$ cat src/hdl/cfh_pkg.sv
package cfh_pkg;

   localparam int unsigned HASH_W = 32;
   localparam int unsigned CHAR_W = 16;

   localparam logic [HASH_W-1:0] FNV_BASIS = 32'h811C_9DC5;
   localparam int unsigned PARITY_BIT_POS = 7;

   typedef enum logic [1:0] {
      CSR_START_VALUE  = 2'd0,
      CSR_START_PARITY = 2'd1,
      CSR_FOLD_MODE    = 2'd2
   } csr_index_type;

   typedef enum logic [1:0] {
      FOLD_FULL = 2'd0,
      FOLD_16   = 2'd1,
      FOLD_20   = 2'd2
   } fold_mode_type;

   // ascii a-z to upper case, everything else untouched
   function automatic logic [CHAR_W-1:0] fold_upper(input logic [CHAR_W-1:0] c);
      logic [CHAR_W-1:0] r;
      r = c;
      if (c >= 16'h0061 && c <= 16'h007A) begin
         r = c - 16'h0020;
      end
      return r;
   endfunction

   // h * 0x01000193 mod 2^32 as shift-add
   function automatic logic [HASH_W-1:0] mul_prime(input logic [HASH_W-1:0] h);
      return (h << 24) + (h << 8) + (h << 7) + (h << 4) + (h << 1) + h;
   endfunction

   function automatic logic [HASH_W-1:0] make_digest(input logic [HASH_W-1:0] h,
                                                     input logic [1:0] mode);
      logic [HASH_W-1:0] d;
      unique case (mode)
         FOLD_16: d = {16'b0, h[31:16] ^ h[15:0]};
         FOLD_20: d = {12'b0, {8'b0, h[31:20]} ^ h[19:0]};
         default: d = h;
      endcase
      return d;
   endfunction

endpackage

$ cat src/hdl/case_folded_fnv1a32_hasher.sv
// an accepted item enters the input register; a last item then loads the result register
// behind rsp_tdata. throughput: one item per cycle, set by the combinational hash update
// from the input register to the running hash register, unless an untaken result stalls a last item
// reset (synchronous, active high): start_value 0x811c9dc5, start_parity 0,
// fold_mode 0, no message open, both item registers empty
module case_folded_fnv1a32_hasher (
   input  logic        clock,
   input  logic        reset,
   input  logic        req_tvalid,
   output logic        req_tready,
   input  logic [15:0] req_tdata,   // char_code[15:0]
   input  logic        req_tlast,
   output logic        rsp_tvalid,
   input  logic        rsp_tready,
   output logic [63:0] rsp_tdata,   // raw_hash[31:0], digest[63:32]
   input  logic        csr_we,
   input  logic [1:0]  csr_index,
   input  logic [31:0] csr_wdata
);

   logic [31:0] start_value_ff,  start_value_in;
   logic        start_parity_ff, start_parity_in;
   logic [1:0]  fold_mode_ff,    fold_mode_in;

   logic        in_valid_ff, in_valid_in;
   logic [15:0] in_char_ff,  in_char_in;
   logic        in_last_ff,  in_last_in;

   logic [31:0] hash_ff,   hash_in;
   logic        parity_ff, parity_in;
   logic        open_ff,   open_in;

   logic        rsp_valid_ff, rsp_valid_in;
   logic [63:0] rsp_data_ff,  rsp_data_in;

   logic        adv;
   logic [31:0] base_hash;
   logic        base_parity;
   logic [31:0] mixed;
   logic [31:0] next_hash;

   // csr writes
   always_comb begin
      start_value_in  = start_value_ff;
      start_parity_in = start_parity_ff;
      fold_mode_in    = fold_mode_ff;
      if (csr_we) begin
         case (csr_index)
            cfh_pkg::CSR_START_VALUE:  start_value_in  = csr_wdata;
            cfh_pkg::CSR_START_PARITY: start_parity_in = csr_wdata[0];
            cfh_pkg::CSR_FOLD_MODE:    fold_mode_in    = csr_wdata[1:0];
            default: ;
         endcase
      end
   end

   // stage advance: a last item needs room in the result register
   assign adv        = in_valid_ff && (!in_last_ff || !rsp_valid_ff || rsp_tready);
   assign req_tready = !in_valid_ff || adv;

   always_comb begin
      in_valid_in = in_valid_ff;
      in_char_in  = in_char_ff;
      in_last_in  = in_last_ff;
      if (req_tready) begin
         in_valid_in = req_tvalid;
         in_char_in  = req_tdata;
         in_last_in  = req_tlast;
      end
   end

   assign base_hash   = open_ff ? hash_ff : start_value_ff;
   assign base_parity = open_ff ? parity_ff : start_parity_ff;
   assign mixed       = base_hash
                        ^ {16'b0, cfh_pkg::fold_upper(in_char_ff)}
                        ^ ({31'b0, base_parity} << cfh_pkg::PARITY_BIT_POS);
   assign next_hash   = cfh_pkg::mul_prime(mixed);

   always_comb begin
      hash_in      = hash_ff;
      parity_in    = parity_ff;
      open_in      = open_ff;
      rsp_valid_in = rsp_valid_ff;
      rsp_data_in  = rsp_data_ff;
      if (rsp_tready) begin
         rsp_valid_in = 1'b0;
      end
      if (adv) begin
         hash_in   = next_hash;
         parity_in = !base_parity;
         open_in   = !in_last_ff;
         if (in_last_ff) begin
            rsp_valid_in = 1'b1;
            rsp_data_in  = {cfh_pkg::make_digest(next_hash, fold_mode_ff), next_hash};
         end
      end
   end

   always_ff @(posedge clock) begin
      if (reset) begin
         start_value_ff  <= cfh_pkg::FNV_BASIS;
         start_parity_ff <= 1'b0;
         fold_mode_ff    <= cfh_pkg::FOLD_FULL;
         in_valid_ff     <= 1'b0;
         open_ff         <= 1'b0;
         rsp_valid_ff    <= 1'b0;
      end else begin
         start_value_ff  <= start_value_in;
         start_parity_ff <= start_parity_in;
         fold_mode_ff    <= fold_mode_in;
         in_valid_ff     <= in_valid_in;
         open_ff         <= open_in;
         rsp_valid_ff    <= rsp_valid_in;
      end
   end

   always_ff @(posedge clock) begin
      in_char_ff  <= in_char_in;
      in_last_ff  <= in_last_in;
      hash_ff     <= hash_in;
      parity_ff   <= parity_in;
      rsp_data_ff <= rsp_data_in;
   end

   assign rsp_tvalid = rsp_valid_ff;
   assign rsp_tdata  = rsp_data_ff;

   a_last_gives_result: assert property (@(posedge clock) disable iff (reset)
      (adv && in_last_ff) |=> rsp_tvalid)
      else $error("last item did not load a result");

   a_mid_keeps_open: assert property (@(posedge clock) disable iff (reset)
      (adv && !in_last_ff) |=> open_ff)
      else $error("message closed on a non-last item");

   a_last_closes: assert property (@(posedge clock) disable iff (reset)
      (adv && in_last_ff) |=> !open_ff)
      else $error("message still open after last item");

   a_stall_cause: assert property (@(posedge clock) disable iff (reset)
      !req_tready |-> (in_valid_ff && in_last_ff && rsp_valid_ff && !rsp_tready))
      else $error("input stalled without a blocked result");

endmodule
$ cat config.mk
export PLATFORM = sky130hd
export DESIGN_NAME = case_folded_fnv1a32_hasher
export DESIGN_NICKNAME = d
export VERILOG_FILES = /design/src/hdl/cfh_pkg.sv /design/src/hdl/case_folded_fnv1a32_hasher.sv
export SDC_FILE = /design/constraint.sdc
export NUM_CORES = 1
export LEC_CHECK = 0
export ABC_AREA = 1
export BUFFER_PORTS_ARGS = -buffer_cell sky130_fd_sc_hd__buf_2
export CORE_MARGIN = 1
export CORE_UTILIZATION = 60
export DETAILED_ROUTE_END_ITERATION = 16
export GPL_ROUTABILITY_DRIVEN = 0
export PLACE_DENSITY_LB_ADDON = 0.12
export SLEW_MARGIN = 30
export SYNTH_ARGS = -nofsm -noshare
export SYNTH_HDL_FRONTEND = slang
export SYNTH_SLANG_ARGS = --single-unit
$ cat constraint.sdc
create_clock -name clock -period 6.76 [get_ports clock]
set_clock_uncertainty 0.05 [all_clocks]
set_input_delay 0.338 -clock clock [delete_from_list [all_inputs] [get_ports clock]]
set_output_delay 0.338 -clock clock [all_outputs]
set_load 0.02 [all_outputs]
# --- Word-level counts from Yosys, hierarchy flattened ---
# Index checks and enable logic that the tools add are counted.
op_classes:
  reduce_logical: 14
  magnitude_cmp: 2
  bitwise_logic: 4
  muxes: 7
  n_addsub: 6
  n_eq_ne: 4
op_table:
  columns: ["operator", "count"]
  rows:
  - ["32-bit adder", 5]
  - ["32-bit one-hot mux with 2 select lines", 1]
  - ["32-bit 2-to-1 mux", 1]
  - ["32-bit by 16-bit XOR with 32-bit output", 1]
  - ["32-bit by 8-bit XOR with 32-bit output", 1]
  - ["12-bit by 20-bit XOR with 20-bit output", 1]
  - ["16-bit by 7-bit >= comparator with 1-bit output, second input constant", 1]
  - ["16-bit by 7-bit <= comparator with 1-bit output, second input constant", 1]
  - ["16-bit 2-to-1 mux", 1]
  - ["16-bit by 6-bit subtractor with 16-bit output, second input constant", 1]
  - ["16-bit XOR", 1]
  - ["2-bit AND reduction", 4]
  - ["2-bit by 1-bit == test with 1-bit output, second input constant", 2]
  - ["2-bit == test, second input constant", 2]
  - ["1-bit logical NOT", 4]
  - ["1-bit 2-to-1 mux", 4]
  - ["1-bit logical OR", 3]
  - ["1-bit logical AND", 2]
  - ["2-bit logical NOT", 1]
totals:
  elab_cells: 48
  ff_bits: 152

# --- Depth between registers and ports, before layout ---
depth:
  ltp_word: 12
  mapped_depth: 35
  ltp_nobuf: 35

# --- Worst setup path after synthesis ---
# OpenSTA, ideal clock, no wires.
synth_path:
  kind: "register to register"
  start: "register open_ff"
  end: "register rsp_data_ff[47], in the netlist rsp_tdata[47] (data pin)"
  synth_period_minus_slack_ns: 4.967
  stages_incl_launch_ff: 29
  arrival_ns: 4.651
  setup_slack_ns: 1.793
  path_buffers: 3
  t_required_ns: 6.444
  path_cell_list: "dfxtp_1 > inv_2 > buf_2 > clkbuf_1 > clkbuf_1 > nand2_1 > nand2_1 > xor2_1 > ha_1 > xor2_1 > fa_1 > inv_1 > fa_1 > inv_1 > ha_1 > nand2_1 > inv_1 > nand2_1 > nand2_1 > nand2_1 > nand3_1 > nand2_1 > nand3_1 > inv_1 > nand3_2 > nand2_2 > nand2_1 > nand3_1 > o21ai_1"
synth_via:
  elab_chain_cells: 10
  elab_cells_between_ends: 12
  cone_classes: "5 x add/sub; 3 x mux; 4 x bitwise"
synth_lines:
  columns: ["element", "line", "rtl"]
  rows:
  - ["from (decl)", "case_folded_fnv1a32_hasher.sv:31", "logic open_ff, open_in;"]
  - ["from (signal assigned)", "case_folded_fnv1a32_hasher.sv:112", "open_ff <= open_in;"]
  - ["32-bit 2-to-1 mux", "case_folded_fnv1a32_hasher.sv:72", "assign base_hash = open_ff ? hash_ff : start_value_ff;"]
  - ["32-bit by 16-bit XOR with 32-bit output", "case_folded_fnv1a32_hasher.sv:75", "^ {16'b0, cfh_pkg::fold_upper(in_char_ff)}"]
  - ["32-bit by 8-bit XOR with 32-bit output (*)", "case_folded_fnv1a32_hasher.sv:76", "^ ({31'b0, base_parity} << cfh_pkg::PARITY_BIT_POS);"]
  - ["32-bit adder (4 in series)", "cfh_pkg.sv:33", "return (h << 24) + (h << 8) + (h << 7) + (h << 4) + (h << 1) + h;"]
  - ["32-bit adder (*)", "cfh_pkg.sv:33", null]
  - ["12-bit by 20-bit XOR with 20-bit output or 16-bit XOR (tied branches)", "cfh_pkg.sv:41, cfh_pkg.sv:40", null]
  - ["32-bit one-hot mux with 2 select lines (*)", "cfh_pkg.sv:39", "unique case (mode)"]
  - ["to (signal assigned)", "case_folded_fnv1a32_hasher.sv:122", "rsp_data_ff <= rsp_data_in;"]
  - ["to (decl)", "case_folded_fnv1a32_hasher.sv:34", "logic [63:0] rsp_data_ff, rsp_data_in;"]
# Every way passes the cells marked *; elsewhere a longest branch is shown, timed or not.
# A chain may end at the register's enable or synchronous reset.

# --- Worst setup path in the final report ---
layout_path:
  start: "register open_ff"
  end: "register rsp_data_ff[45], in the netlist rsp_tdata[45] (data pin)"
layout_via:
  elab_chain_cells: 10
  elab_cells_between_ends: 12
  cone_classes: "5 x add/sub; 3 x mux; 4 x bitwise"
layout_lines:
  columns: ["element", "line", "rtl"]
  rows:
  - ["32-bit 2-to-1 mux", "case_folded_fnv1a32_hasher.sv:72", null]
  - ["32-bit by 16-bit XOR with 32-bit output", "case_folded_fnv1a32_hasher.sv:75", null]
  - ["32-bit by 8-bit XOR with 32-bit output (*)", "case_folded_fnv1a32_hasher.sv:76", null]
  - ["32-bit adder (4 in series)", "cfh_pkg.sv:33", null]
  - ["32-bit adder (*)", "cfh_pkg.sv:33", null]
  - ["via next_hash[13]", "case_folded_fnv1a32_hasher.sv:40", "logic [31:0] next_hash;"]
  - ["12-bit by 20-bit XOR with 20-bit output or 16-bit XOR (tied branches)", "cfh_pkg.sv:41, cfh_pkg.sv:40", null]
  - ["32-bit one-hot mux with 2 select lines (*)", "cfh_pkg.sv:39", null]
# The timed path passes the listed nets; every way through them passes the cells marked *.

==> impl_metrics.yaml <==
outcome:
  status: "complete, no violations"
global_routing:
  grt_first_pass_wirelength_um: 47500
  track_usage: 0.350
  grt_use_met3: 0.0722
  antenna_found_initial: 1
  grt_max_degree: 61
  grt_use_met1: 0.465
  overflow: 0
  met2_usage: 0.533
  grt.busiest_layer: "met2"
  grt_pass1_vias: 8832
timing:
  min_period_ns: 5.94
  hold_violations: 0
  final.setup.tns_ns: 0
  report.final.slew_viol_count: 0
  setup_viol: 0
  post-route-period-util: 0.879
  max_freq_ghz: 0.168
  worstMarginPinSlew_ns: 0.996
  grt_setup_unrepaired: "false"
  relSlewSlack: 0.334
floorplanning:
  die-area_um2: 18800
  core_um2: 17500
  ios: 122
  start_util: 0.623
  dieWidth_um: 137
  rows: 48
  die_height_um: 137
routing:
  firstDrtPassIters: 5
  wl_per_cell_um: 18.9
  drt_iter0_markers: 912
  ant_nets: 0
  drc: 0
  via_per_inst: 5.66
  dr_total_vias: 9239
  routed_wirelength_um: 30900
placement:
  io_buffer_count: 121
  dpl.hpwl_um: 24000
  dp.cells: 1601
worst_setup_path:
  slowest_delay_ns: 0.78
  worstSetupPathType: "flip-flop to flip-flop"
  cpLargestDelayFamily: "adder cells"
  worstPathCellList: "inv_2 -> nand2_1 -> nand2_1 -> xor2_1 -> ha_1 -> xor2_1 -> fa_1 -> inv_1 -> fa_1 -> inv_1 -> ha_1 -> a21oi_1 -> o21ai_0 -> inv_1 -> nand3_1 -> xor2_1 -> nand2_1 -> nand3_1 -> o21ai_0"
  critPathRequiredTime_ns: 6.87
  start_kind: "flip-flop"
  cp.buffers_inverters: 4
  arrival_ns: 6.05
  crit_path_top_delay_cell: "xor2_1"
  path_max_fanout: 32
  endpoint_kind: "flip-flop"
final_layout:
  stdcell_count: 1633
  nets: 1585
  drive_gt1_frac: 0.153
  diodes: 0
  area_growth_pct: 13.4
  utilization: 0.706
synthesis:
  muxShareOfSynthArea: 0.00218
  synth-xor-area-share: 0.0380
  syn_area_per_cell_um2: 8.59
  yosys.area_share.adder: 0.202
  synth_fp_nets: 1461
  synth_common_cells: "nand2_1 (330), inv_1 (197), edfxtp_1 (114), nand3_1 (109), nor2_1 (93)"
  synth_top_area_share: 0.313
  synthFlopType: "edfxtp_1"
  ys_seq_area_frac: 0.383
  synth_top_family_by_area: "simple AND/OR/NAND/NOR gates"
  yosysWarnings: 0
  synth_edf_count: 114
  synth_most_common_cell: "nand2_1"
  synth.ff_latch_count: 152
  async_flop_share: 0
  synth_cell_types: 44
  yosys.area_share.simple: 0.236
  synth_top_cell_by_area: "edfxtp_1"
  netlist_area_um2: 10900
  yosys-top-cells-area: "edfxtp_1 (31%), fa_1 (13%), nand2_1 (11%)"
  synth-compound-area-share: 0.0581
  netlist_instances: 1271
cts:
  clock-sinks: 152
  clockRootBuffer: "clkbuf_16"
  postCtsSetupBuffers: 0
  clkTransAtPathRegs_ns: 0.07
  numCtsBuffers: 17
  clock_path_buffers: 2
  cts_hold_buf: 0
  clk_latency_ns: 0.44
  cts_tree: "built"
  cts_resized: 0
  cts_max_level: 4
worst_hold_path:
  hold_class: "primary input to flip-flop"
flow_run:
  maxCapViolCount: 0
[area by class of cell]
class                           instances  area [um^2]
Tap cell                              225          282
Timing Repair Buffer                  127          651
Sequential cell                       152         4180
Clock inverter                         15          181
Clock buffer                           17          425
Multi-Input combinational cell        887         5870
Fill cell                            1391         5150
Inverter                              210          788
[kinds of logic (layout without fill, tap and decap cells)]
| logic type | Yosys count | in the layout |
|---|---|---|
| flops | 152 | 152 |
| xor+xnor | 38 | 38 |
| fa+ha+maj | 134 | 134 |
| mux | 2 | 2 |
| buf+inv | 232 | 369 |
| simple gates | 592 | 592 |
| compound gates | 121 | 121 |
[flip-flops by register name (all words and copies together), names as in the netlist]
signal / cells
open_ff: 1
in_valid_ff: 1
rsp_tdata: 64
start_value_ff: 32
start_parity_ff: 1
in_last_ff: 1
fold_mode_ff: 2
in_char_ff: 16
parity_ff: 1
hash_ff: 32
rsp_tvalid: 1
[cells in the final DEF, fill, tap and decap left out, types with 2 or more instances in the layout]
cell and count:
o21ai_1 8, xor2_1 22, clkbuf_16 17, o21ai_0 52
inv_6 4, and2_1 2, buf_2 121, nand2_2 9
edfxtp_1 114, or2_2 9, nand2_1 330, inv_2 12
nor3_1 4, fa_1 71, nand4_1 16, nor2_4 4
nand3_2 4, a21o_1 7, xor2_2 6, clkinv_1 4
a21oi_1 49, bufinv_16 2, inv_8 4, xnor2_1 8
inv_1 194, ha_1 63, o21bai_1 2, nor3_2 2
dfxtp_1 38, nor2_2 4, clkinvlp_4 2, buf_4 6
nor2_1 93, nand3b_1 2, nand3_1 109, clkinv_4 3
[routing by layer]
metal,vias to the layer above,wire (um),part of all wire
li1,4310,-,-
met1,4277,12600,0.41
met2,531,13700,0.44
met3,121,2780,0.090
met4,0,1870,0.061
met5,-,0,0
[through the flow]
step	hold WS, ns	setup WS, ns	instance area (um^2)
final	0.0153	0.817	12400
after global routing	0.00532	0.657	12400
after CTS	0.0135	0.984	12400
after detailed placement	0.398	1.04	11800
after global placement	0.392	1.10	11800
after floorplan	0.357	1.79	10900
[path summary, 6_finish.rpt]
path,from,to,slack (ns),cells past startpoint
setup / recovery,open_ff,rsp_tdata[45],0.82,19
hold / removal,reset,in_valid_ff,0.02,2
setup reg to reg,open_ff,rsp_tdata[45],0.82,19
hold reg to reg,start_value_ff[15],start_value_ff[15],0.41,2
Power is left out: the tool's default activity adds up to more than one toggle a clock period on the data nets, which glitch-free logic cannot reach.
